`src/rtl/rpwm_pkg.sv`:
```
// rpwm_pkg: shared types and constants for the radiation pulse window meter.
// No dependencies.
`default_nettype none
package rpwm_pkg;

   localparam int unsigned CountWidth   = 16;
   localparam int unsigned SumWidth     = 25;
   localparam int unsigned RateWidth    = 24;
   localparam int unsigned DoseWidth    = 30;
   localparam int unsigned FactorWidth  = 24;
   localparam int unsigned ElapsedWidth = 9;
   localparam int unsigned DivWidth     = 9;
   localparam logic [ElapsedWidth-1:0] ElapsedMax = 9'd300;
   localparam logic [FactorWidth-1:0]  FactorReset = 24'd95630;

   typedef enum logic [1:0] {
      CMD_PULSE = 2'd0,
      CMD_TICK  = 2'd1,
      CMD_QUERY = 2'd2,
      CMD_NONE  = 2'd3
   } cmd_type;

   typedef enum logic [3:0] {
      ST_CLEAR,
      ST_IDLE,
      ST_PULSE_RD,
      ST_PULSE_WR,
      ST_SUM,
      ST_SUM_LAST,
      ST_PROD_LO,
      ST_PROD_HI,
      ST_DIVIDE,
      ST_DONE
   } state_type;

   // controller -> datapath
   typedef struct packed {
      logic clear_step;
      logic pulse_write;
      logic tick;
      logic sum_start;
      logic sum_step;
      logic sum_last;
      logic prod_lo;
      logic prod_hi;
      logic div_start;
      logic div_step;
      logic rsp_load;
   } ctrl_type;

   // datapath -> controller
   typedef struct packed {
      logic clear_done;
      logic sum_done;
      logic div_done;
   } stat_type;

   function automatic logic [DivWidth-1:0] window_len(input logic [1:0] sel);
      logic [DivWidth-1:0] w;
      unique case (sel)
         2'd0: w = 9'd5;
         2'd1: w = 9'd15;
         2'd2: w = 9'd60;
         default: w = 9'd300;
      endcase
      return w;
   endfunction

endpackage
`default_nettype wire

```
`src/rtl/rpwm_ctrl.sv`:
```
// rpwm_ctrl: sequencer for the pulse window meter.
// Depends on rpwm_pkg.
`default_nettype none
module rpwm_ctrl
   import rpwm_pkg::*;
(
   input  wire logic       clock,
   input  wire logic       reset,
   input  wire logic       req_valid,
   output logic            req_stall,
   input  wire logic [1:0] req_cmd,
   output logic            rsp_valid,
   input  wire logic       rsp_stall,
   input  wire stat_type   stat,
   output ctrl_type        ctrl
);

   state_type state_ff, state_in;
   logic      rsp_valid_ff, rsp_valid_in;
   logic      accept;

   always_ff @(posedge clock) begin
      if (reset) begin
         state_ff     <= ST_CLEAR;
         rsp_valid_ff <= 1'b0;
      end else begin
         state_ff     <= state_in;
         rsp_valid_ff <= rsp_valid_in;
      end
   end

   assign rsp_valid = rsp_valid_ff;
   // the only path that waits on the output is the end of a query
   assign req_stall = (state_ff != ST_IDLE);
   assign accept    = req_valid && !req_stall;

   always_comb begin
      state_in     = state_ff;
      rsp_valid_in = rsp_valid_ff && rsp_stall;
      ctrl         = '0;
      unique case (state_ff)
         ST_CLEAR: begin
            ctrl.clear_step = 1'b1;
            if (stat.clear_done) state_in = ST_IDLE;
         end
         ST_IDLE: begin
            if (accept) begin
               unique case (req_cmd)
                  CMD_PULSE: state_in = ST_PULSE_RD;
                  CMD_TICK: ctrl.tick = 1'b1;
                  CMD_QUERY: begin
                     ctrl.sum_start = 1'b1;
                     state_in = ST_SUM;
                  end
                  default: ;
               endcase
            end
         end
         ST_PULSE_RD: state_in = ST_PULSE_WR;
         ST_PULSE_WR: begin
            ctrl.pulse_write = 1'b1;
            state_in = ST_IDLE;
         end
         ST_SUM: begin
            ctrl.sum_step = 1'b1;
            if (stat.sum_done) state_in = ST_SUM_LAST;
         end
         ST_SUM_LAST: begin
            ctrl.sum_last = 1'b1;
            state_in = ST_PROD_LO;
         end
         ST_PROD_LO: begin
            ctrl.prod_lo = 1'b1;
            state_in = ST_PROD_HI;
         end
         ST_PROD_HI: begin
            ctrl.prod_hi = 1'b1;
            ctrl.div_start = 1'b1;
            state_in = ST_DIVIDE;
         end
         ST_DIVIDE: begin
            ctrl.div_step = 1'b1;
            if (stat.div_done) state_in = ST_DONE;
         end
         ST_DONE: begin
            if (!rsp_valid_ff || !rsp_stall) begin
               ctrl.rsp_load = 1'b1;
               rsp_valid_in  = 1'b1;
               state_in      = ST_IDLE;
            end
         end
         default: state_in = ST_IDLE;
      endcase
   end

endmodule
`default_nettype wire

```
`config.mk`:
```
export PLATFORM = sky130hd
export DESIGN_NAME = rpwm_ctrl
export DESIGN_NICKNAME = d
export VERILOG_FILES = /design/src/rtl/rpwm_pkg.sv /design/src/rtl/rpwm_ctrl.sv
export SDC_FILE = /design/constraint.sdc
export NUM_CORES = 1
export LEC_CHECK = 0
export BUFFER_PORTS_ARGS = -buffer_cell sky130_fd_sc_hd__clkbuf_2
export CAP_MARGIN = 20
export CORE_AREA = 2 2 39 41
export CTS_BUF_LIST = sky130_fd_sc_hd__clkbuf_16
export CTS_CLUSTER_DIAMETER = 30
export DETAILED_ROUTE_END_ITERATION = 6
export DIE_AREA = 0 0 41 43
export PLACE_DENSITY = 0.68
export SYNTH_ARGS = -nofsm -noshare
export SYNTH_HDL_FRONTEND = slang
export SYNTH_SLANG_ARGS = --single-unit
```
`constraint.sdc`:
```
create_clock -name clock -period 1.6 [get_ports clock]
set_input_delay 0.16 -clock clock [delete_from_list [all_inputs] [get_ports clock]]
set_output_delay 0.16 -clock clock [all_outputs]
set_load 0.03 [all_outputs]
```
==> results of run 1 <==
==> worst max path at each step <==
stage	startpoint	to	slack, ps	depth (start not counted)
2_1_floorplan	state_ff[2]$_SDFFE_PP0P_	ctrl[7]	30	4
3_3_place_gp	state_ff[3]$_SDFFE_PP0P_	ctrl[1]	250	3
3_5_place_dp	state_ff[2]$_SDFFE_PP0P_	ctrl[7]	260	4
4_1_cts	state_ff[2]$_SDFFE_PP0P_	ctrl[7]	10	4
5_1_grt	state_ff[0]$_SDFFE_PP0P_	ctrl[8]	20	4
6_report	state_ff[3]$_SDFFE_PP0P_	ctrl[1]	80	3
==> worst max-delay path: stages (launching register included) <==
cell and delay (ps):
sky130_fd_sc_hd__dfxtp_2 400, sky130_fd_sc_hd__or3b_4 400, sky130_fd_sc_hd__nor2_1 120, sky130_fd_sc_hd__clkbuf_2 220
==> cells in the final DEF (no fill, tap or decap), drive strengths merged, types with 2 or more instances in the layout <==
master | synthesis | layout
dfxtp | 5 | 5
nand2 | 6 | 6
buf | 5 | 2
nand3 | 3 | 3
clkbuf | 0 | 24
or3b | 2 | 2
inv | 5 | 6
nor3 | 5 | 5
a21oi | 4 | 4
nor2 | 4 | 4
==> power by group through the flow <==
stage	registers, mW	clock network [mW]	logic, mW
after CTS	0.138	0.413	0.0957
after global routing	0.141	0.420	0.106
after detailed placement	0.140	0	0.0957
after global placement	0.139	0	0.0957
after floorplan	0.136	0	0.0677
final	0.140	0.412	0.0975
==> layer usage <==
metal | routed length (um) | GRT usage | part of all wire | vias up
li1 | - | - | - | 230
met1 | 417 | 0.168 | 0.42 | 212
met2 | 500 | 0.188 | 0.51 | 17
met3 | 40 | 0.0314 | 0.041 | 4
met4 | 27 | 0.120 | 0.027 | 0
met5 | 0 | 0 | 0 | -
==> registers in the layout, indices dropped and copies added (netlist names) <==
| signal | cells |
|---|---|
| state_ff | 4 |
| rsp_valid | 1 |
==> through the flow <==
stage | total power, mW | utilization | area, um^2
finish | 0.649 | 0.424 | 587
global route | 0.667 | 0.424 | 587
CTS | 0.647 | 0.417 | 577
detailed placement | 0.235 | 0.359 | 497
global placement | 0.235 | 0.359 | 497
floorplan | 0.204 | - | 395
==> logic make-up (layout without fill, tap and decap cells) <==
family	count (synthesis)	count (layout)	synth area share
buffers and inverters	10	32	0.148
DFF	5	5	0.257
and+or+nand+nor	26	26	0.357
AOI/OAI and AO/OA	12	12	0.238
==> layout make-up <==
type / instances / area [um^2]
fillers: 136 / 797
multi-input cells: 38 / 245
repair buffers: 23 / 120
flip-flops and latches: 5 / 104
clock buffers: 3 / 75.1
well taps: 16 / 20.0
inverters: 5 / 18.8
clock inverters: 1 / 3.75
==> qor_table.md, run 1 <==
| Quantity | Value |
|---|---|
| Result of the run | completed |
| Comb power frac | 0.150 |
| Count of nets left with antenna violations after detail routing | 0 |
| Synth Net Count | 62 |
| Remaining design rule violation count | 0 |
| Post-synth ARST share | 0 |
| Number of post-CTS setup repair buffers | 0 |
| Post-synthesis instance total | 53 |
| Insertion delay to the later sink of the worst-skew pair | 230 ps |
| Count of nets after finishing | 85 |
| Worst setup timing slack at the placement stage | 259 ps |
| Number of vias in the routed layout | 463 |
| Number of gates given a new drive strength after cts | 1 |
| Peak fanout along the critical path | 9 |
| Buffers added on ports | 21 |
| Endpoint type of the worst setup path | primary output |
| Hold crit path type | primary input to flip-flop |
| Start-to-end type of the worst setup path | flip-flop to primary output |
| Maximum level of the CTS H-tree | 1 |
| Overall track demand over capacity in global routing | 0.137 |
| Static Leakage | 0.272 nW |
| Final weighted congestion in routability-driven placement | 0.844 |
| Worst Hold Margin | 142 ps |
| Initial standard-cell utilization of the core | 0.281 |
| Power density normalized to cell area | 1110 mW/mm^2 |
| Number of global-route vias before repair | 386 |
| Mean area per synthesized cell | 7.34 um^2 |
| Maximum buffer depth of the clock tree | 2 |
| Worst EP required | 1440 ps |
| Clock share of power | 0.635 |
| Total setup violations reported at the end of the flow | 0 |
| Switching power summed over all nets | 154 uW |
| Sw frac | 0.238 |
| Setup crit start kind | flip-flop |
| Std-Cell Core Area | 0.00138 mm^2 |
| Worst Reg-to-Reg Cells | 4 |
| Overflow after GRT | 0 |
| Reg-to-reg setup timing slack | 300 ps |
| Max Cap Violations | 0 |
| Worst Min Path Start | reset |
| IO Count | 22 |
| Number of enable-type register cells in the synthesized netlist | 0 |
| Final Max Tran Viols | 0 |
| Register area share after synthesis | 0.257 |
| Share of layout cells above drive strength 1 | 0.467 |
| DP Wirelength | 738 um |
| Final Non-Filler Cells | 91 |
| Final antenna diode count | 0 |
| Setup repair after global routing missed its margin | no |
| Cell with the most instances after synthesis | sky130_fd_sc_hd__nand2_1 |
| Maximum achievable frequency | 656 MHz |
| Post-synth top area share | 0.257 |
| Largest area contributor in the netlist | sky130_fd_sc_hd__dfxtp_1 |
| Routed wire length | 986 um |
| Number of rows in the core area | 14 |
| Die outline width | 41 um |
| Largest net degree at the start of global routing | 14 |
| Worst R2R End | state_ff[0]$_SDFFE_PP0P_ |
| First DRT Iteration DRCs | 7 |
| Warnings, synthesis | 0 |
| Post-synthesis instance area | 389 um^2 |
| Clk slew on worst S/H paths | 30 ps |
| Endpoints failing hold | 0 |
| VDD IR-drop max | 0.385 mV |
| Router iterations before antenna repair | 4 |
| Buffer type at the clock tree root | sky130_fd_sc_hd__clkbuf_16 |
| Post-layout minimum cycle time | 1520 ps |
| TritonCTS clock tree | done |
| Least-Margin Pin Slew | 306 ps |
| First-pass GRT wire length | 1570 um |
| Mean number of vias per cell | 5.09 |
| Main flop type after synthesis | sky130_fd_sc_hd__dfxtp_1 |
| Register bit count reported by yosys | 5 |
| Cell Int Power | 494 uW |
| Final period utilization | 0.952 |
| Placed instance count | 87 |
| Slew Limit Headroom | 0.793 |
| Most common library cells after synthesis | sky130_fd_sc_hd__nand2_1 (6), sky130_fd_sc_hd__dfxtp_1 (5), sky130_fd_sc_hd__inv_1 (5), sky130_fd_sc_hd__nor3_1 (5), sky130_fd_sc_hd__nor2_1 (4) |
| Startpoint of the most critical register-to-register path | state_ff[0]$_SDFFE_PP0P_ |
| Fin Clk Skew | 0.346 ps |
| Number of distinct standard cells referenced by the synthesized netlist | 27 |
| Area Growth Syn to Fin | 50.8% |
| Sequential share of power | 0.215 |
| Die height | 43 um |
| Accumulated negative setup slack | 0 ps |
| Die area | 0.00176 mm^2 |
| Data arrival time of the critical path | 1360 ps |
| Sinks on Clock Net | 5 |
| Number of buffers added by the clock tree synthesis step | 3 |
| Worst Hold Depth | 2 |
| Hold Path End | state_ff[3]$_SDFFE_PP0P_ |
| Worst-case setup margin in the final layout | 76.7 ps |
| Ranking of synthesized cells by area | sky130_fd_sc_hd__dfxtp_1 (26%), sky130_fd_sc_hd__nor3_1 (6.4%), sky130_fd_sc_hd__buf_4 (5.8%) |
| Initial antenna violation count | 0 |
| Wire per inst | 10.8 um |
| Post-CTS Hold Buffers | 0 |
No activity file was read; power rests on OpenSTA's default activity.
==> run 2: changes to the inputs <==
ABC_AREA = 1   (was not set)
CELL_PAD_IN_SITES_DETAIL_PLACEMENT = 0   (was not set)
CELL_PAD_IN_SITES_GLOBAL_PLACEMENT = 1   (was not set)
CORE_AREA = not set   (was 2 2 39 41)
CORE_UTILIZATION = 27   (was not set)
DIE_AREA = not set   (was 0 0 41 43)
HOLD_SLACK_MARGIN = 0.02   (was not set)
PLACE_DENSITY = 0.85   (was 0.68)
==> run 2 against run 1 <==
Compared with the run above:
- register-to-register slack better by 60 ps
- hold slack got worse by 13 ps
- synthesized cell count rose by 42%
- non-clock buffer count down 1
- combinational power rose to 7.6 times the previous value
- global-route usage down 2.5 points
- sequential cell count unchanged
- clock power is 4% lower
- area after synthesis is 14% higher
- first-iteration DRC count is 14% lower
- wire length is 1.8% lower
- power increased by 110%
- highest routed layer is now met3
==> qor_table.md, run 2 <==
| Quantity | Value | Delta |
|---|---|---|
| Initial antenna violation count | 0 | unchanged |
| Endpoint type of the worst setup path | primary output | unchanged |
| Post-synthesis instance area | 445 um^2 | was 389 um^2 |
| Most common library cells after synthesis | sky130_fd_sc_hd__nor2_1 (19), sky130_fd_sc_hd__nand2_1 (16), sky130_fd_sc_hd__inv_1 (9) | was sky130_fd_sc_hd__nand2_1 (6), sky130_fd_sc_hd__dfxtp_1 (5), sky130_fd_sc_hd__inv_1 (5), sky130_fd_sc_hd__nor3_1 (5), sky130_fd_sc_hd__nor2_1 (4) |
| Final Non-Filler Cells | 116 | was 91 |
| Clk slew on worst S/H paths | 30 ps | about the same |
| Insertion delay to the later sink of the worst-skew pair | 220 ps | was 230 ps |
| Number of distinct standard cells referenced by the synthesized netlist | 18 | was 27 |
| Layout fillers | 167 | was 136 |
| Main flop type after synthesis | sky130_fd_sc_hd__dfxtp_1 | unchanged |
| Final period utilization | 0.939 | was 0.952 |
| Accumulated negative setup slack | 0 ps | unchanged |
| Count of nets left with antenna violations after detail routing | 0 | unchanged |
| Number of rows in the core area | 14 | unchanged |
| Cell with the most instances after synthesis | sky130_fd_sc_hd__nor2_1 | was sky130_fd_sc_hd__nand2_1 |
| Post-synth ARST share | 0 | unchanged |
| Instance area after placement | 563 um^2 | was 497 um^2 |
| Synth Net Count | 84 | was 62 |
| Worst Reg-to-Reg Cells | 7 | was 4 |
| Data arrival time of the critical path | 1340 ps | was 1360 ps |
| Post-CTS Hold Buffers | 0 | unchanged |
| Sinks on Clock Net | 5 | unchanged |
| Number of vias in the routed layout | 509 | was 463 |
| Max Cap Violations | 0 | unchanged |
| Die height | 42.6 um | was 43 um |
| Final weighted congestion in routability-driven placement | 0.729 | was 0.844 |
| Number of buffers added by the clock tree synthesis step | 3 | unchanged |
| Mean area per synthesized cell | 5.94 um^2 | was 7.34 um^2 |
| Remaining design rule violation count | 0 | unchanged |
| Wire per inst | 8.34 um | was 10.8 um |
| Slew Limit Headroom | 0.801 | was 0.793 |
| Std-Cell Core Area | 0.00152 mm^2 | was 0.00138 mm^2 |
| Reg-to-reg setup timing slack | 360 ps | was 300 ps |
| Peak fanout along the critical path | 6 | was 9 |
| Count of nets after finishing | 110 | was 85 |
| Startpoint of the most critical register-to-register path | state_ff[3]$_SDFFE_PP0P_ | was state_ff[0]$_SDFFE_PP0P_ |
| Placed instance count | 111 | was 87 |
| Launching instance or port of the critical path | state_ff[3]$_SDFFE_PP0P_ | unchanged |
| Finished Cell Area | 658 um^2 | was 587 um^2 |
| Buffer type at the clock tree root | sky130_fd_sc_hd__clkbuf_16 | unchanged |
| Register bit count reported by yosys | 5 | unchanged |
| Top reg by flops | state_ff | unchanged |
| Post-synthesis instance total | 75 | was 53 |
| Initial standard-cell utilization of the core | 0.292 | was 0.281 |
| Routed wire length | 968 um | was 986 um |
| CP Capture Point | ctrl[8] | was ctrl[1] |
| DP Wirelength | 805 um | was 738 um |
| Overall track demand over capacity in global routing | 0.112 | was 0.137 |
| Maximum buffer depth of the clock tree | 2 | unchanged |
| First-pass GRT wire length | 1590 um | was 1570 um |
| IO Count | 22 | unchanged |
| Endpoints failing hold | 0 | unchanged |
| Setup repair after global routing missed its margin | no | unchanged |
| Die area | 0.00182 mm^2 | was 0.00176 mm^2 |
| Router iterations before antenna repair | 4 | unchanged |
| Share of layout cells above drive strength 1 | 0.430 | was 0.467 |
| Least-Margin Pin Slew | 296 ps | was 306 ps |
| Total setup violations reported at the end of the flow | 0 | unchanged |
| Overflow after GRT | 0 | unchanged |
| Buffers added on ports | 21 | unchanged |
| Worst EP required | 1440 ps | about the same |
| Post-synth top area share | 0.225 | was 0.257 |
| Number of global-route vias before repair | 437 | was 386 |
| Largest area contributor in the netlist | sky130_fd_sc_hd__dfxtp_1 | unchanged |
| Register area share after synthesis | 0.225 | was 0.257 |
| Largest net degree at the start of global routing | 8 | was 14 |
| Final antenna diode count | 0 | unchanged |
| Area taken by flip-flops and latches | 101 um^2 | was 104 um^2 |
| Multi-input gate area | 294 um^2 | was 245 um^2 |
| VDD IR-drop max | 1.04 mV | was 0.385 mV |
| Final Max Tran Viols | 0 | unchanged |
| Worst Hold Margin | 129 ps | was 142 ps |
| Maximum achievable frequency | 665 MHz | was 656 MHz |
| Power density normalized to cell area | 2080 mW/mm^2 | was 1110 mW/mm^2 |
| Ranking of synthesized cells by area | sky130_fd_sc_hd__dfxtp_1 (22%), sky130_fd_sc_hd__nor2_1 (16%), sky130_fd_sc_hd__nand2_1 (13%) | was sky130_fd_sc_hd__dfxtp_1 (26%), sky130_fd_sc_hd__nor3_1 (6.4%), sky130_fd_sc_hd__buf_4 (5.8%) |
| Maximum level of the CTS H-tree | 1 | unchanged |
| Setup crit start kind | flip-flop | unchanged |
| Area Growth Syn to Fin | 47.8% | was 50.8% |
| Hold crit path type | primary input to flip-flop | unchanged |
| Most used cells in the layout excluding fill and tap cells | sky130_fd_sc_hd__nor2_1 (19), sky130_fd_sc_hd__clkbuf_2 (19), sky130_fd_sc_hd__nand2_1 (16) | was sky130_fd_sc_hd__clkbuf_2 (21), sky130_fd_sc_hd__inv_1 (6), sky130_fd_sc_hd__nand2_1 (6) |
| Start-to-end type of the worst setup path | flip-flop to primary output | unchanged |
| Number of flip-flops under the largest register name | 4 | unchanged |
| First DRT Iteration DRCs | 6 | was 7 |
| Warnings, synthesis | 0 | unchanged |
| Mean number of vias per cell | 4.39 | was 5.09 |
| Number of enable-type register cells in the synthesized netlist | 0 | unchanged |
| Static Leakage | 0.374 nW | was 0.272 nW |
| Worst R2R End | state_ff[0]$_SDFFE_PP0P_ | unchanged |
| Fin Clk Skew | 1.63 ps | was 0.346 ps |
| Result of the run | completed | unchanged |
| Post-layout minimum cycle time | 1500 ps | was 1520 ps |
| Die outline width | 42.6 um | was 41 um |
| TritonCTS clock tree | done | unchanged |
==> run 2: cell count changes after synthesis, sizes merged, moves of 2 or more <==
cell and delta:
buf -4, nor2 +18, inv +8, or3b -2, nand2 +17, a21oi -3, nor3 -2
==> run 2: cells by family after synthesis <==
kind of cell	synth area share
AND/OR/NAND/NOR	0.607
buffers and inverters	0.126
flip-flops	0.225
AO/OA/AOI/OAI	0.0421
==> run 2: metrics by stage <==
step / power [mW] / setup WS [ps] / util
after global placement: 0.963 / 290 / 0.369
after global routing: 1.48 / 3.90 / 0.432
after detailed placement: 0.958 / 272 / 0.369
after CTS: 1.37 / 36.0 / 0.421
after floorplan: 0.813 / 41.0 / -
final: 1.37 / 97.2 / 0.432
==> run 2: critical path: stages (launching register included) <==
cell and delay (ps):
sky130_fd_sc_hd__dfxtp_1 340, sky130_fd_sc_hd__inv_2 120, sky130_fd_sc_hd__nand2_2 100, sky130_fd_sc_hd__nor2_4 160
sky130_fd_sc_hd__nand2_1 100, sky130_fd_sc_hd__nor3_2 110, sky130_fd_sc_hd__buf_4 180
==> run 2: area by class of cell <==
type / count / share of cell area
multi-input cells: 56 / 0.447
clock inverters: 1 / 0.00570
repair buffers: 22 / 0.175
well taps: 16 / 0.0304
inverters: 13 / 0.0741
flip-flops and latches: 5 / 0.154
clock buffers: 3 / 0.114
==> run 2: repair_timing <==
action | in CTS | in global routing
setup endpoints to repair | 0 | 2
setup buffers | 0 | 1
gates resized for setup | 0 | 6
==> run 2: worst min-delay path by stage <==
stage / startpoint / to / slack [ps] / cells after the start
after global placement: reset / state_ff[1]$_SDFFE_PP0P_ / 350 / 2
final: reset / rsp_valid$_SDFF_PP0_ / 130 / 2
after global routing: reset / rsp_valid$_SDFF_PP0_ / 140 / 2
after detailed placement: reset / rsp_valid$_SDFF_PP0_ / 360 / 2
after CTS: reset / rsp_valid$_SDFF_PP0_ / 130 / 2
after floorplan: reset / rsp_valid$_SDFF_PP0_ / 230 / 1
==> run 2: where the power goes <==
group          internal, mW  leakage (nW)  total (mW)  switching [mW]
combinational         0.250         0.290       0.743           0.494
clock                 0.323        0.0423       0.395          0.0726
sequential            0.169        0.0413       0.232          0.0632
==> run 2: metal layers <==
layer	vias to the layer above	global-route usage	routed length [um]
met5	-	0	0
met4	0	0.0375	0
met3	0	0.0302	17
met2	5	0.182	480
met1	227	0.143	470
li1	277	-	-
==> run 3: changes to the inputs <==
RECOVER_POWER = 100   (was not set)
==> run 3 against run 2 <==
Compared with the run above:
- via count shrank 0.79%
- critical path depth is the same
- critical path type unchanged
- highest routed layer unchanged
- setup slack hardly changed
- final cell count unchanged
- fmax is essentially flat
- global-route usage stayed put
- non-clock buffer count unchanged
- die area did not move
- clock skew stayed put
- critical endpoint unchanged
==> qor_table.md, run 3 (synthesis gave the netlist of run 2 again) <==
| Quantity | Value | Delta |
|---|---|---|
| Result of the run | completed | unchanged |
| Number of global-route vias before repair | 437 | unchanged |
| Count of nets left with antenna violations after detail routing | 0 | unchanged |
| VDD IR-drop max | 1.04 mV | about the same |
| Peak fanout along the critical path | 6 | unchanged |
| Accumulated negative setup slack | 0 ps | unchanged |
| Worst Reg-to-Reg Cells | 7 | unchanged |
| DP Wirelength | 805 um | unchanged |
| Std-Cell Core Area | 0.00152 mm^2 | unchanged |
| Maximum level of the CTS H-tree | 1 | unchanged |
| Maximum buffer depth of the clock tree | 2 | unchanged |
| Worst EP required | 1440 ps | about the same |
| Initial antenna violation count | 0 | unchanged |
| Least-Margin Pin Slew | 368 ps | was 296 ps |
| First DRT Iteration DRCs | 6 | unchanged |
| Slew Limit Headroom | 0.756 | was 0.801 |
| TritonCTS clock tree | done | unchanged |
| Max Cap Violations | 0 | unchanged |
| Fin Clk Skew | 1.63 ps | unchanged |
| Die area | 0.00182 mm^2 | unchanged |
| Hold crit path type | primary input to flip-flop | unchanged |
| Most frequent standard cell in the layout excluding fill and tap cells | sky130_fd_sc_hd__nor2_1 |  |
| Post-layout minimum cycle time | 1500 ps | about the same |
| Most used cells in the layout excluding fill and tap cells | sky130_fd_sc_hd__nor2_1 (19), sky130_fd_sc_hd__nand2_1 (16), sky130_fd_sc_hd__clkbuf_2 (15) | was sky130_fd_sc_hd__nor2_1 (19), sky130_fd_sc_hd__clkbuf_2 (19), sky130_fd_sc_hd__nand2_1 (16) |
| Buffer type at the clock tree root | sky130_fd_sc_hd__clkbuf_16 | unchanged |
| Number of rows in the core area | 14 | unchanged |
| Wire per inst | 8.43 um | was 8.34 um |
| Number of buffers added by the clock tree synthesis step | 3 | unchanged |
| Final antenna diode count | 0 | unchanged |
| Routed wire length | 978 um | was 968 um |
| Final period utilization | 0.939 | about the same |
| Maximum achievable frequency | 665 MHz | about the same |
| Overall track demand over capacity in global routing | 0.112 | unchanged |
| Die height | 42.6 um | unchanged |
| Die outline width | 42.6 um | unchanged |
| Number of vias in the routed layout | 505 | was 509 |
| Endpoints failing hold | 0 | unchanged |
| Mean number of vias per cell | 4.35 | was 4.39 |
| Number of flip-flops under the largest register name | 4 | unchanged |
| Count of nets after finishing | 110 | unchanged |
| Initial standard-cell utilization of the core | 0.292 | unchanged |
| Final weighted congestion in routability-driven placement | 0.729 | unchanged |
| IO Count | 22 | unchanged |
| Total setup violations reported at the end of the flow | 0 | unchanged |
| Top reg by flops | state_ff | unchanged |
| Sinks on Clock Net | 5 | unchanged |
| Power density normalized to cell area | 2100 mW/mm^2 | was 2080 mW/mm^2 |
| Setup crit start kind | flip-flop | unchanged |
| Area Growth Syn to Fin | 45.5% | was 47.8% |
| Clk slew on worst S/H paths | 30 ps | about the same |
| Setup repair after global routing missed its margin | no | unchanged |
| Final Max Tran Viols | 0 | unchanged |
| Worst Hold Depth | 2 | unchanged |
| Share of layout cells above drive strength 1 | 0.380 | was 0.430 |
| Insertion delay to the later sink of the worst-skew pair | 220 ps | about the same |
| Data arrival time of the critical path | 1340 ps | about the same |
| Reg-to-reg setup timing slack | 290 ps | was 360 ps |
| Largest net degree at the start of global routing | 8 | unchanged |
| Overflow after GRT | 0 | unchanged |
| Buffers added on ports | 21 | unchanged |
| Static Leakage | 0.355 nW | was 0.374 nW |
| Start-to-end type of the worst setup path | flip-flop to primary output | unchanged |
| Router iterations before antenna repair | 3 | was 4 |
| Core occupancy in the finished layout | 0.425 | was 0.432 |
| Remaining design rule violation count | 0 | unchanged |
| First-pass GRT wire length | 1590 um | unchanged |
| Endpoint type of the worst setup path | primary output | unchanged |
-- run 3: cell counts in the layout (fill, tap and decap cells not counted) --
No cell type changed its count.
-- run 3: area by class of cell --
| type | count | area, um^2 |
|---|---|---|
| clock buffer | 3 | 75.1 |
| clock inverter | 1 | 3.75 |
| fill | 169 | 876 |
| inverter | 13 | 48.8 |
| multi-input combinational | 56 | 289 |
| sequential | 5 | 101 |
| tap | 16 | 20.0 |
| timing repair buffer | 22 | 110 |
-- run 3: critical path, cell delays in order, from the launching register on --
cell                      delay (ps)
sky130_fd_sc_hd__dfxtp_1         340
sky130_fd_sc_hd__inv_2           120
sky130_fd_sc_hd__nand2_2         100
sky130_fd_sc_hd__nor2_4          160
sky130_fd_sc_hd__nand2_1         100
sky130_fd_sc_hd__nor3_2          110
sky130_fd_sc_hd__buf_4           180
-- run 3: per-stage QoR --
step	power, mW	hold slack [ps]	area, um^2	setup slack [ps]	instances
floorplan	0.813	229	445	41.0	75
global placement	0.963	354	563	290	111
detailed placement	0.958	361	563	272	111
CTS	1.37	127	642	36.0	115
global route	1.47	139	648	3.90	116
finish	1.36	129	648	97.3	116
-- run 3: per-layer routing --
layer  vias to the layer above  part of all wire  global-route usage
li1                        276                 -                   -
met3                         0             0.017              0.0302
met1                       224              0.49               0.143
met5                         -                 0                   0
met2                         5              0.49               0.182
met4                         0                 0              0.0375
-- run 3: timing repair --
action | in CTS | in global routing
endpoints found under the setup margin | 0 | 2
setup buffers | 0 | 1
gates resized for setup | 0 | 6
hold buffers | 0 | 0
-- run 3: worst paths after layout --
path | start | end
hold reg to reg | rsp_valid$_SDFF_PP0_ | rsp_valid$_SDFF_PP0_
setup / recovery | state_ff[3]$_SDFFE_PP0P_ | ctrl[8]
setup reg to reg | state_ff[3]$_SDFFE_PP0P_ | state_ff[0]$_SDFFE_PP0P_
hold / removal | reset | rsp_valid$_SDFF_PP0_
-- run 3: power breakdown --
part	leakage, nW	switching, mW	internal [mW]	total (mW)
Sequential	0.0413	0.0639	0.169	0.233
Clock	0.0423	0.0726	0.323	0.395
Combinational	0.272	0.492	0.238	0.730
Total	0.355	0.629	0.730	1.36
